===== src/rtl/core/video_test_pattern_generator_top_assert.svh =====
// ----------------------------------------------------------------------------
// video test pattern generator assertion macros
// clocked on clk_i and disabled while rst_ni is low
// ----------------------------------------------------------------------------
`ifndef VIDEO_TEST_PATTERN_GENERATOR_TOP_ASSERT_SVH
`define VIDEO_TEST_PATTERN_GENERATOR_TOP_ASSERT_SVH

// plain property check
`define VTPG_ASSERT(label, prop, msg) \
  label: assert property (@(posedge clk_i) disable iff (!rst_ni) prop) \
    else $error(msg);

// same-cycle implication check
`define VTPG_ASSERT_IMPLY(label, ante, cons, msg) \
  label: assert property (@(posedge clk_i) disable iff (!rst_ni) (ante) |-> (cons)) \
    else $error(msg);

`endif


===== src/rtl/core/vtpg_pkg.sv =====
// ----------------------------------------------------------------------------
// vtpg_pkg
// shared types, constants and color helpers of the test pattern generator
// ----------------------------------------------------------------------------
`default_nettype none

package vtpg_pkg;

  // screen geometry
  localparam int unsigned SCREEN_WIDTH  = 320;
  localparam int unsigned SCREEN_HEIGHT = 480;
  localparam int unsigned STRIP_ROWS    = 12;
  localparam int unsigned BOTTOM_ROW    = SCREEN_HEIGHT - STRIP_ROWS;

  // marker and bar positions cycle through these counts
  localparam logic [4:0] MARK_POSITIONS = 5'd20;
  localparam logic [4:0] BAR_STEPS      = 5'd21;

  // floor(v / 40) for 9-bit v is (v * 205) >> 13
  localparam int unsigned TILE_RECIP = 205;
  localparam int unsigned TILE_SHIFT = 13;

  // rgb565 colors
  localparam logic [15:0] C_BLACK   = 16'h0000;
  localparam logic [15:0] C_WHITE   = 16'hFFFF;
  localparam logic [15:0] C_RED     = 16'hF800;
  localparam logic [15:0] C_GREEN   = 16'h07E0;
  localparam logic [15:0] C_BLUE    = 16'h001F;
  localparam logic [15:0] C_YELLOW  = 16'hFFE0;
  localparam logic [15:0] C_MAGENTA = 16'hF81F;

  // reset values
  localparam logic [31:0] PERIOD_RESET = 32'd500;
  localparam logic [31:0] LAST_RESET   = 32'hFFFF_FFFF;

  typedef enum logic {
    CMD_UPDATE = 1'b0,
    CMD_QUERY  = 1'b1
  } cmd_e;

  typedef enum logic {
    REG_PERIOD_MS = 1'b0,
    REG_ENABLE    = 1'b1
  } cfg_reg_e;

  // phase view that the pattern logic needs
  typedef struct packed {
    logic       odd;
    logic [4:0] mark_pos;
    logic [4:0] bar_len;
  } phase_info_t;

  // vertical bar colors, 64 pixels each
  function automatic logic [15:0] bar_color(input logic [2:0] idx);
    logic [15:0] c;
    case (idx)
      3'd0:    c = C_RED;
      3'd1:    c = C_GREEN;
      3'd2:    c = C_BLUE;
      3'd3:    c = C_YELLOW;
      3'd4:    c = C_MAGENTA;
      default: c = C_BLACK;
    endcase
    return c;
  endfunction

endpackage

`default_nettype wire


===== src/rtl/core/vtpg_pattern.sv =====
// ----------------------------------------------------------------------------
// vtpg_pattern
// pixel color of the current phase at one screen position
// ----------------------------------------------------------------------------
`default_nettype none

module vtpg_pattern (
  input  logic [8:0]           pixel_x_i,
  input  logic [8:0]           pixel_y_i,
  input  vtpg_pkg::phase_info_t phase_i,
  output logic [15:0]          color_o
);
  import vtpg_pkg::*;

  logic [16:0] tile_x_prod;
  logic [16:0] tile_y_prod;
  logic        tile_white;
  logic [4:0]  col16;
  logic        on_screen;
  logic [15:0] base;

  // tile index parity via reciprocal multiply
  assign tile_x_prod = {8'd0, pixel_x_i} * 17'(TILE_RECIP);
  assign tile_y_prod = {8'd0, pixel_y_i} * 17'(TILE_RECIP);
  assign tile_white  = tile_x_prod[TILE_SHIFT] ^ tile_y_prod[TILE_SHIFT];

  // 16-pixel column group for marker and bottom bar
  assign col16     = pixel_x_i[8:4];
  assign on_screen = (pixel_x_i < 9'(SCREEN_WIDTH)) && (pixel_y_i < 9'(SCREEN_HEIGHT));

  // base pattern plus overlays
  always_comb begin
    if (phase_i.odd) begin
      base = tile_white ? C_WHITE : C_BLACK;
    end else begin
      base = bar_color(pixel_x_i[8:6]);
    end
    if (!on_screen) begin
      color_o = C_BLACK;
    end else if (pixel_y_i < 9'(STRIP_ROWS)) begin
      color_o = (col16 == phase_i.mark_pos) ? C_WHITE : C_BLACK;
    end else if ((pixel_y_i >= 9'(BOTTOM_ROW)) && (col16 < phase_i.bar_len)) begin
      color_o = C_GREEN;
    end else begin
      color_o = base;
    end
  end

endmodule

`default_nettype wire


===== src/rtl/core/video_test_pattern_generator_top.sv =====
// ----------------------------------------------------------------------------
// video_test_pattern_generator_top
// animated rgb565 test pattern, one pixel query or update poll per word
// ----------------------------------------------------------------------------
// The block returns exactly one result word for each word it takes: the word
// lands in an input register, the phase update or pixel color is worked out
// in one pass and stored in the result register. Throughput is one word per
// cycle with no gaps while out_stall_i is low; the update path (32-bit
// elapsed-time subtract and compare) sets the cycle. A query sees the phase
// left by all earlier words. The user must write configuration through the
// plain write port only while the block is idle; it is not enforced.
`default_nettype none

module video_test_pattern_generator_top (
  input  logic        clk_i,
  input  logic        rst_ni,
  // input channel
  input  logic        in_valid_i,
  output logic        in_stall_o,
  input  logic        cmd_i,
  input  logic [31:0] now_ms_i,
  input  logic [8:0]  pixel_x_i,
  input  logic [8:0]  pixel_y_i,
  // result channel
  output logic        out_valid_o,
  input  logic        out_stall_i,
  output logic [15:0] pixel_color_o,
  output logic        advanced_o,
  output logic [31:0] phase_now_o,
  // configuration
  input  logic        cfg_we_i,
  input  logic        cfg_index_i,
  input  logic [31:0] cfg_data_i
);
  import vtpg_pkg::*;

  `include "video_test_pattern_generator_top_assert.svh"

  // configuration registers
  logic [31:0] period_q;
  logic        enable_q;

  // phase state
  logic [31:0] last_q,   last_d;
  logic        updated_q, updated_d;
  logic [31:0] phase_q,  phase_d;
  logic [4:0]  mark_q,   mark_d;
  logic [4:0]  bar_q,    bar_d;

  // input register
  logic        s1_valid_q, s1_valid_d;
  cmd_e        s1_cmd_q;
  logic [31:0] s1_now_q;
  logic [8:0]  s1_x_q;
  logic [8:0]  s1_y_q;

  // result register
  logic        out_valid_q, out_valid_d;
  logic [15:0] color_q;
  logic        adv_q;
  logic [31:0] phase_out_q;

  logic        s2_free;
  logic        s1_fire;
  logic        in_fire;
  logic [31:0] elapsed;
  logic        do_adv;
  logic [15:0] query_color;
  phase_info_t phase_info;

  // handshake
  assign s2_free    = !out_valid_q || !out_stall_i;
  assign s1_fire    = s1_valid_q && s2_free;
  assign in_stall_o = s1_valid_q && !s2_free;
  assign in_fire    = in_valid_i && !in_stall_o;

  always_comb begin
    if (in_fire) begin
      s1_valid_d = 1'b1;
    end else if (s1_fire) begin
      s1_valid_d = 1'b0;
    end else begin
      s1_valid_d = s1_valid_q;
    end
    if (s1_fire) begin
      out_valid_d = 1'b1;
    end else if (!out_stall_i) begin
      out_valid_d = 1'b0;
    end else begin
      out_valid_d = out_valid_q;
    end
  end

  // configuration writes
  always_ff @(posedge clk_i or negedge rst_ni) begin
    if (!rst_ni) begin
      period_q <= PERIOD_RESET;
      enable_q <= 1'b0;
    end else if (cfg_we_i) begin
      unique case (cfg_reg_e'(cfg_index_i))
        REG_PERIOD_MS: period_q <= cfg_data_i;
        REG_ENABLE:    enable_q <= cfg_data_i[0];
        default:       ;
      endcase
    end
  end

  // phase advance decision
  assign elapsed = s1_now_q - last_q;
  assign do_adv  = s1_fire && (s1_cmd_q == CMD_UPDATE) && enable_q &&
                   (!updated_q || (elapsed >= period_q));

  always_comb begin
    last_d    = last_q;
    updated_d = updated_q;
    phase_d   = phase_q;
    mark_d    = mark_q;
    bar_d     = bar_q;
    if (do_adv) begin
      last_d    = s1_now_q;
      updated_d = 1'b1;
      phase_d   = phase_q + 32'd1;
      // phase wraps to zero, so do the residues
      if (phase_q == 32'hFFFF_FFFF) begin
        mark_d = 5'd0;
        bar_d  = 5'd0;
      end else begin
        mark_d = (mark_q == MARK_POSITIONS - 5'd1) ? 5'd0 : mark_q + 5'd1;
        bar_d  = (bar_q == BAR_STEPS - 5'd1) ? 5'd0 : bar_q + 5'd1;
      end
    end
  end

  always_ff @(posedge clk_i or negedge rst_ni) begin
    if (!rst_ni) begin
      last_q    <= LAST_RESET;
      updated_q <= 1'b0;
      phase_q   <= 32'd0;
      mark_q    <= 5'd0;
      bar_q     <= 5'd0;
    end else begin
      last_q    <= last_d;
      updated_q <= updated_d;
      phase_q   <= phase_d;
      mark_q    <= mark_d;
      bar_q     <= bar_d;
    end
  end

  // pixel color from the current phase
  assign phase_info.odd      = phase_q[0];
  assign phase_info.mark_pos = mark_q;
  assign phase_info.bar_len  = bar_q;

  vtpg_pattern u_pattern (
    .pixel_x_i (s1_x_q),
    .pixel_y_i (s1_y_q),
    .phase_i   (phase_info),
    .color_o   (query_color)
  );

  // valid bits
  always_ff @(posedge clk_i or negedge rst_ni) begin
    if (!rst_ni) begin
      s1_valid_q  <= 1'b0;
      out_valid_q <= 1'b0;
    end else begin
      s1_valid_q  <= s1_valid_d;
      out_valid_q <= out_valid_d;
    end
  end

  // input payload
  always_ff @(posedge clk_i) begin
    if (in_fire) begin
      s1_cmd_q <= cmd_e'(cmd_i);
      s1_now_q <= now_ms_i;
      s1_x_q   <= pixel_x_i;
      s1_y_q   <= pixel_y_i;
    end
  end

  // result payload
  always_ff @(posedge clk_i) begin
    if (s1_fire) begin
      color_q     <= (s1_cmd_q == CMD_QUERY) ? query_color : C_BLACK;
      adv_q       <= do_adv;
      phase_out_q <= phase_d;
    end
  end

  assign out_valid_o   = out_valid_q;
  assign pixel_color_o = color_q;
  assign advanced_o    = adv_q;
  assign phase_now_o   = phase_out_q;

  // checks
  `VTPG_ASSERT_IMPLY(a_adv_no_color, out_valid_o && advanced_o, pixel_color_o == C_BLACK, "advance word carries a color")
  `VTPG_ASSERT(a_residue_range, (mark_q < MARK_POSITIONS) && (bar_q < BAR_STEPS), "phase residue out of range")
  `VTPG_ASSERT(a_phase_step, do_adv |=> (phase_q == 32'($past(phase_q) + 32'd1)), "phase did not step by one")
  `VTPG_ASSERT(a_phase_hold, !do_adv |=> $stable(phase_q), "phase moved without an advance")
  `VTPG_ASSERT_IMPLY(a_stall_full, in_stall_o, s1_valid_q && out_valid_q, "stall with a free stage")

endmodule

`default_nettype wire

===== config.mk =====
export PLATFORM = sky130hd
export DESIGN_NAME = video_test_pattern_generator_top
export DESIGN_NICKNAME = d
export VERILOG_FILES = /design/src/rtl/core/vtpg_pkg.sv /design/src/rtl/core/vtpg_pattern.sv /design/src/rtl/core/video_test_pattern_generator_top.sv
export VERILOG_INCLUDE_DIRS = /design/src /design/src/rtl/core
export SDC_FILE = /design/constraint.sdc
export NUM_CORES = 1
export LEC_CHECK = 0
export ABC_AREA = 1
export BUFFER_PORTS_ARGS = -buffer_cell sky130_fd_sc_hd__buf_4
export CAP_MARGIN = 15
export CORE_UTILIZATION = 40
export CTS_BUF_LIST = sky130_fd_sc_hd__clkbuf_4 sky130_fd_sc_hd__clkbuf_8 sky130_fd_sc_hd__clkbuf_16
export DETAILED_ROUTE_END_ITERATION = 16
export PLACE_DENSITY = 0.63
export SYNTH_ARGS = -nofsm -noshare
export SYNTH_HDL_FRONTEND = slang
export SYNTH_SLANG_ARGS = --single-unit

===== constraint.sdc =====
create_clock -name clk_i -period 5.1 [get_ports clk_i]
set_input_delay 0.765 -clock clk_i [delete_from_list [all_inputs] [get_ports clk_i]]
set_output_delay 0.765 -clock clk_i [all_outputs]
set_load 0.03 [all_outputs]

==> results.md <==
* Lkg Pwr at ~7.5 nW
* Yosys cell types at 47
* Unrepaired setup endpoints after global routing: false
* MaxCap Viol Count at 0
* Final ANT Viol Nets at 0
* Mapped Cells at about 1.5k
* Path type of the worst setup path: reg2reg
* Die width at 183 microns
* Worst path bufs/invs at 2
* Slew Viols, Final at 0
* Final min period at around 4.6 ns
* R2R depth at 21
* Vias/cell at approximately 4.8
* CTS H-tree depth at 4
* Max VDD drop at roughly 0.35 mV
* Final Hold Slack at between 0.15 and 0.2 ns
* Clock root buffer: clkbuf_16
* Vias in the first global route at 10.0k
* Async SR Flop Fraction at 0.558
* Crit start category: register
* Worst min path class: in2async
* DR iter-0 viols at between 600 and 700
* WL per Instance at 14.2 microns
* Worst-Skew Late Latency at between 0.4 and 0.5 ns
* First-pass GRT wire length at approximately 49000 microns
* Total global-route track usage at 0.185
* Final setup skew at around 0.013 ns
* Slew of the pin with the lowest slew margin at between 0.8 and 0.9 ns
* Post-synthesis sequential area ratio at 0.413
* CTS max path bufs at 2
* Fmax at around 220 MHz
* Layout area overhead at 15.5%
* CORE AREA at approximately 32000 sq um
* Die ar. at 33500 sq um
* Site Rows at 65
* Initial antenna violation count at 0
* Detailed placement HPWL at 22000 microns
* Syn Nets at 1747
* Clock transition at the registers of the reported paths at 0.08 ns
* IO Port Bufs at around 140
* Hold_buf cts at 0
* Layout Cells excl Fill at ~2.1k
* Yosys warns at 0
* Run status: completed
* Crit end category: register
* Post-CTS Setup Inserts at 0
* Routed WL at 29000 microns
* Setup tns final at 0 ns
* Worst path top cell family by delay: simple AND/OR/NAND/NOR gates
* Main synth FF type: edfxtp_1
* Initial core utilization at 0.411
* Worst EP required at about 5.4 ns
* Post-Syn Area at 13100 sq um
* Hold Vio Cnt, Final at 0
* Area leader, netlist: edfxtp_1
* CP peak stage delay at just under 0.7 ns
* Worst-path maximum fanout at between 70 and 80
* Clk sink count at 197
* Largest cells by area after synthesis: edfxtp_1 20%, ha_1 14%, dfrtp_1 14%
* Critical-path top delay cell: buf_4
* Power per cell area at between 400 and 500 nW/um^2
* Share of the synthesized area in the top cell type at 0.199
* Synth Register Bits at 197
* Largest net degree at the start of global routing at 76
* Dpl cells at 2017
* Fillers at about 3.1k
* Worst rel slew slack at 0.407
* I/O pins at between 100 and 150
* Critical path depth in cells at 21
* NumNets Final at about 1.9k
* CTS tree: built
* Most common cell on crit path: nand2_1
* Mean post-synth cell area at 8.85 sq um
* Worst EP arrival at roughly 4.9 ns
* First-pass DRT Iterations at 5
* Fin crit share at 0.903
* Post-synth EDFFs at between 80 and 90
* Via count at roughly 9.9k
* Share of layout cells above drive strength 1 at 0.153
* Setup-failing EPs final at 0
* PostCTS Resize Cnt at 0
* Gpl congestion at 0.877
* DRC violations left at 0
* Crit-path cells: ha_1 > inv_1 > fa_1 > nand3_1 > nand2_1 > nand4_1 > nand2_1 > a21boi_2 > o21ai_0 > a21oi_1 > xnor2_1 > ha_1 > nand2_1 > nor2_1 > nand2_1 > nor4_2 > nand4_1 > nand4_4 > buf_4 > nand3_1 > nand2_1
* Gr ovfl total at 0
* Die height at about 180 microns
* Antenna diodes at 0
* Num CTS Buffers at 17
## worst register-to-register path, cell delays in order, from the launching register on
cell and delay [ns]:
dfstp_2 0.53, ha_1 0.14, inv_1 0.06, fa_1 0.41, nand3_1 0.11, nand2_1 0.09
nand4_1 0.09, nand2_1 0.10, a21boi_2 0.23, o21ai_0 0.20, a21oi_1 0.23, xnor2_1 0.12
ha_1 0.29, nand2_1 0.04, nor2_1 0.11, nand2_1 0.08, nor4_2 0.27, nand4_1 0.22
nand4_4 0.16, buf_4 0.68, nand3_1 0.19, nand2_1 0.14
## cell families (layout without fill, tap and decap cells)
group           after synthesis  in the layout  share of synthesized area
fa+ha+maj                   177            177                      0.186
flops                       197            197                      0.413
xor+xnor                     72             72                     0.0481
compound gates              149            149                     0.0635
simple gates                618            618                      0.203
buf+inv                     268            402                     0.0871
## Yosys cell counts, types with 2 or more instances
cell type,number
nand4_1,15
nand3_1,109
a211oi_1,2
nor3_1,15
nor2_2,3
xor2_1,49
nor4_1,8
nand2_1,337
a31oi_1,8
nor2_4,2
dfrtp_1,72
nand3_2,2
o211ai_1,2
xnor2_1,23
or2_2,2
o21ai_0,20
buf_2,9
and3_1,2
nor3_2,2
o21ai_1,2
ha_1,148
edfxtp_1,87
nor4_2,4
a21o_1,11
nor2_1,111
buf_4,19
clkbuf_1,10
nand3b_1,2
dfstp_2,38
fa_1,29
o311ai_0,2
a21oi_1,95
inv_2,5
buf_6,7
inv_1,217
## routing by layer
| metal | GRT usage | up-vias | wire length (microns) |
|---|---|---|---|
| li1 | - | 5056 | - |
| met1 | 0.249 | 4633 | 14000 |
| met2 | 0.305 | 215 | 13500 |
| met3 | 0.0359 | 23 | 1190 |
| met4 | 0.0447 | 0 | 342 |
| met5 | 0 | - | 0 |
## state kept, by name, indices dropped and copies added (netlist names)
name,count
phase_now_o,32
s1_valid_q,1
s1_now_q,32
period_q,32
s1_y_q,9
s1_x_q,9
s1_cmd_q,1
advanced_o,1
out_valid_o,1
last_q,32
mark_q,5
phase_q,32
bar_q,5
pixel_color_o,3
updated_q,1
enable_q,1
## final timing paths
| path | from | end | slack (ns) |
|---|---|---|---|
| worst max-delay path | last_q[0] | phase_now_o[12] | 0.49 |
| max in group asynchronous | rst_ni | period_q[15] | 3.96 |
| worst max register to register | last_q[0] | phase_now_o[12] | 0.49 |
| worst min-delay path | rst_ni | phase_q[13] | 0.18 |
| worst min register to register | last_q[29] | last_q[29] | 0.46 |
| min in group clk_i | last_q[29] | last_q[29] | 0.46 |
## layout make-up
cell class | count | area [sq um] | area share
Multi-Input combinational cell | 1016 | 6580 | 0.435
Sequential cell | 197 | 5410 | 0.357
Timing Repair Buffer | 148 | 1140 | 0.0750
Inverter | 222 | 833 | 0.0550
Tap cell | 435 | 544 | 0.0359
Clock buffer | 17 | 425 | 0.0281
Clock inverter | 15 | 211 | 0.0140
## power breakdown
| part | total, mW | switching (mW) | internal [mW] |
|---|---|---|---|
| registers | 2.17 | 0.169 | 2.00 |
| logic | 3.33 | 2.10 | 1.23 |
| clock network | 1.48 | 0.680 | 0.797 |
| total | 6.98 | 2.95 | 4.03 |
## through the flow
step / instance area [sq um] / util / setup slack (ns) / power, mW
floorplan: 13100 / - / 1.23 / 4.75
global placement: 14500 / 0.454 / 0.642 / 5.44
detailed placement: 14500 / 0.454 / 0.468 / 5.53
CTS: 15100 / 0.474 / 0.437 / 7.05
global route: 15100 / 0.475 / 0.0789 / 7.62
finish: 15100 / 0.475 / 0.495 / 6.98
## cell usage in the layout, fill, tap and decap left out, types with 2 or more instances in the layout
cell       instances
inv_1            216
nand2_1          336
dfstp_2           38
clkinv_4           3
nor2_2             2
edfxtp_1          87
nand3_1          109
nor2_1           111
nor2_4             3
clkbuf_16         17
bufinv_16          3
nand3_2            2
nor4_1             8
a31oi_1            8
o311ai_0           2
ha_1             148
buf_4            146
and3_1             2
o211ai_1           2
fa_1              29
nand3b_1           2
a21o_1            11
buf_12             2
o21ai_1            2
a21oi_1           94
nand2_2            2
nor3_2             2
nand4_1           15
or2_2              2
o21ai_0           20
nor4_2             4
a211oi_1           2
xnor2_1           23
xor2_1            49
inv_8              4
inv_2              6
nor3_1            15
inv_6              3
dfrtp_1           72
(Power assumes the default switching activity.)
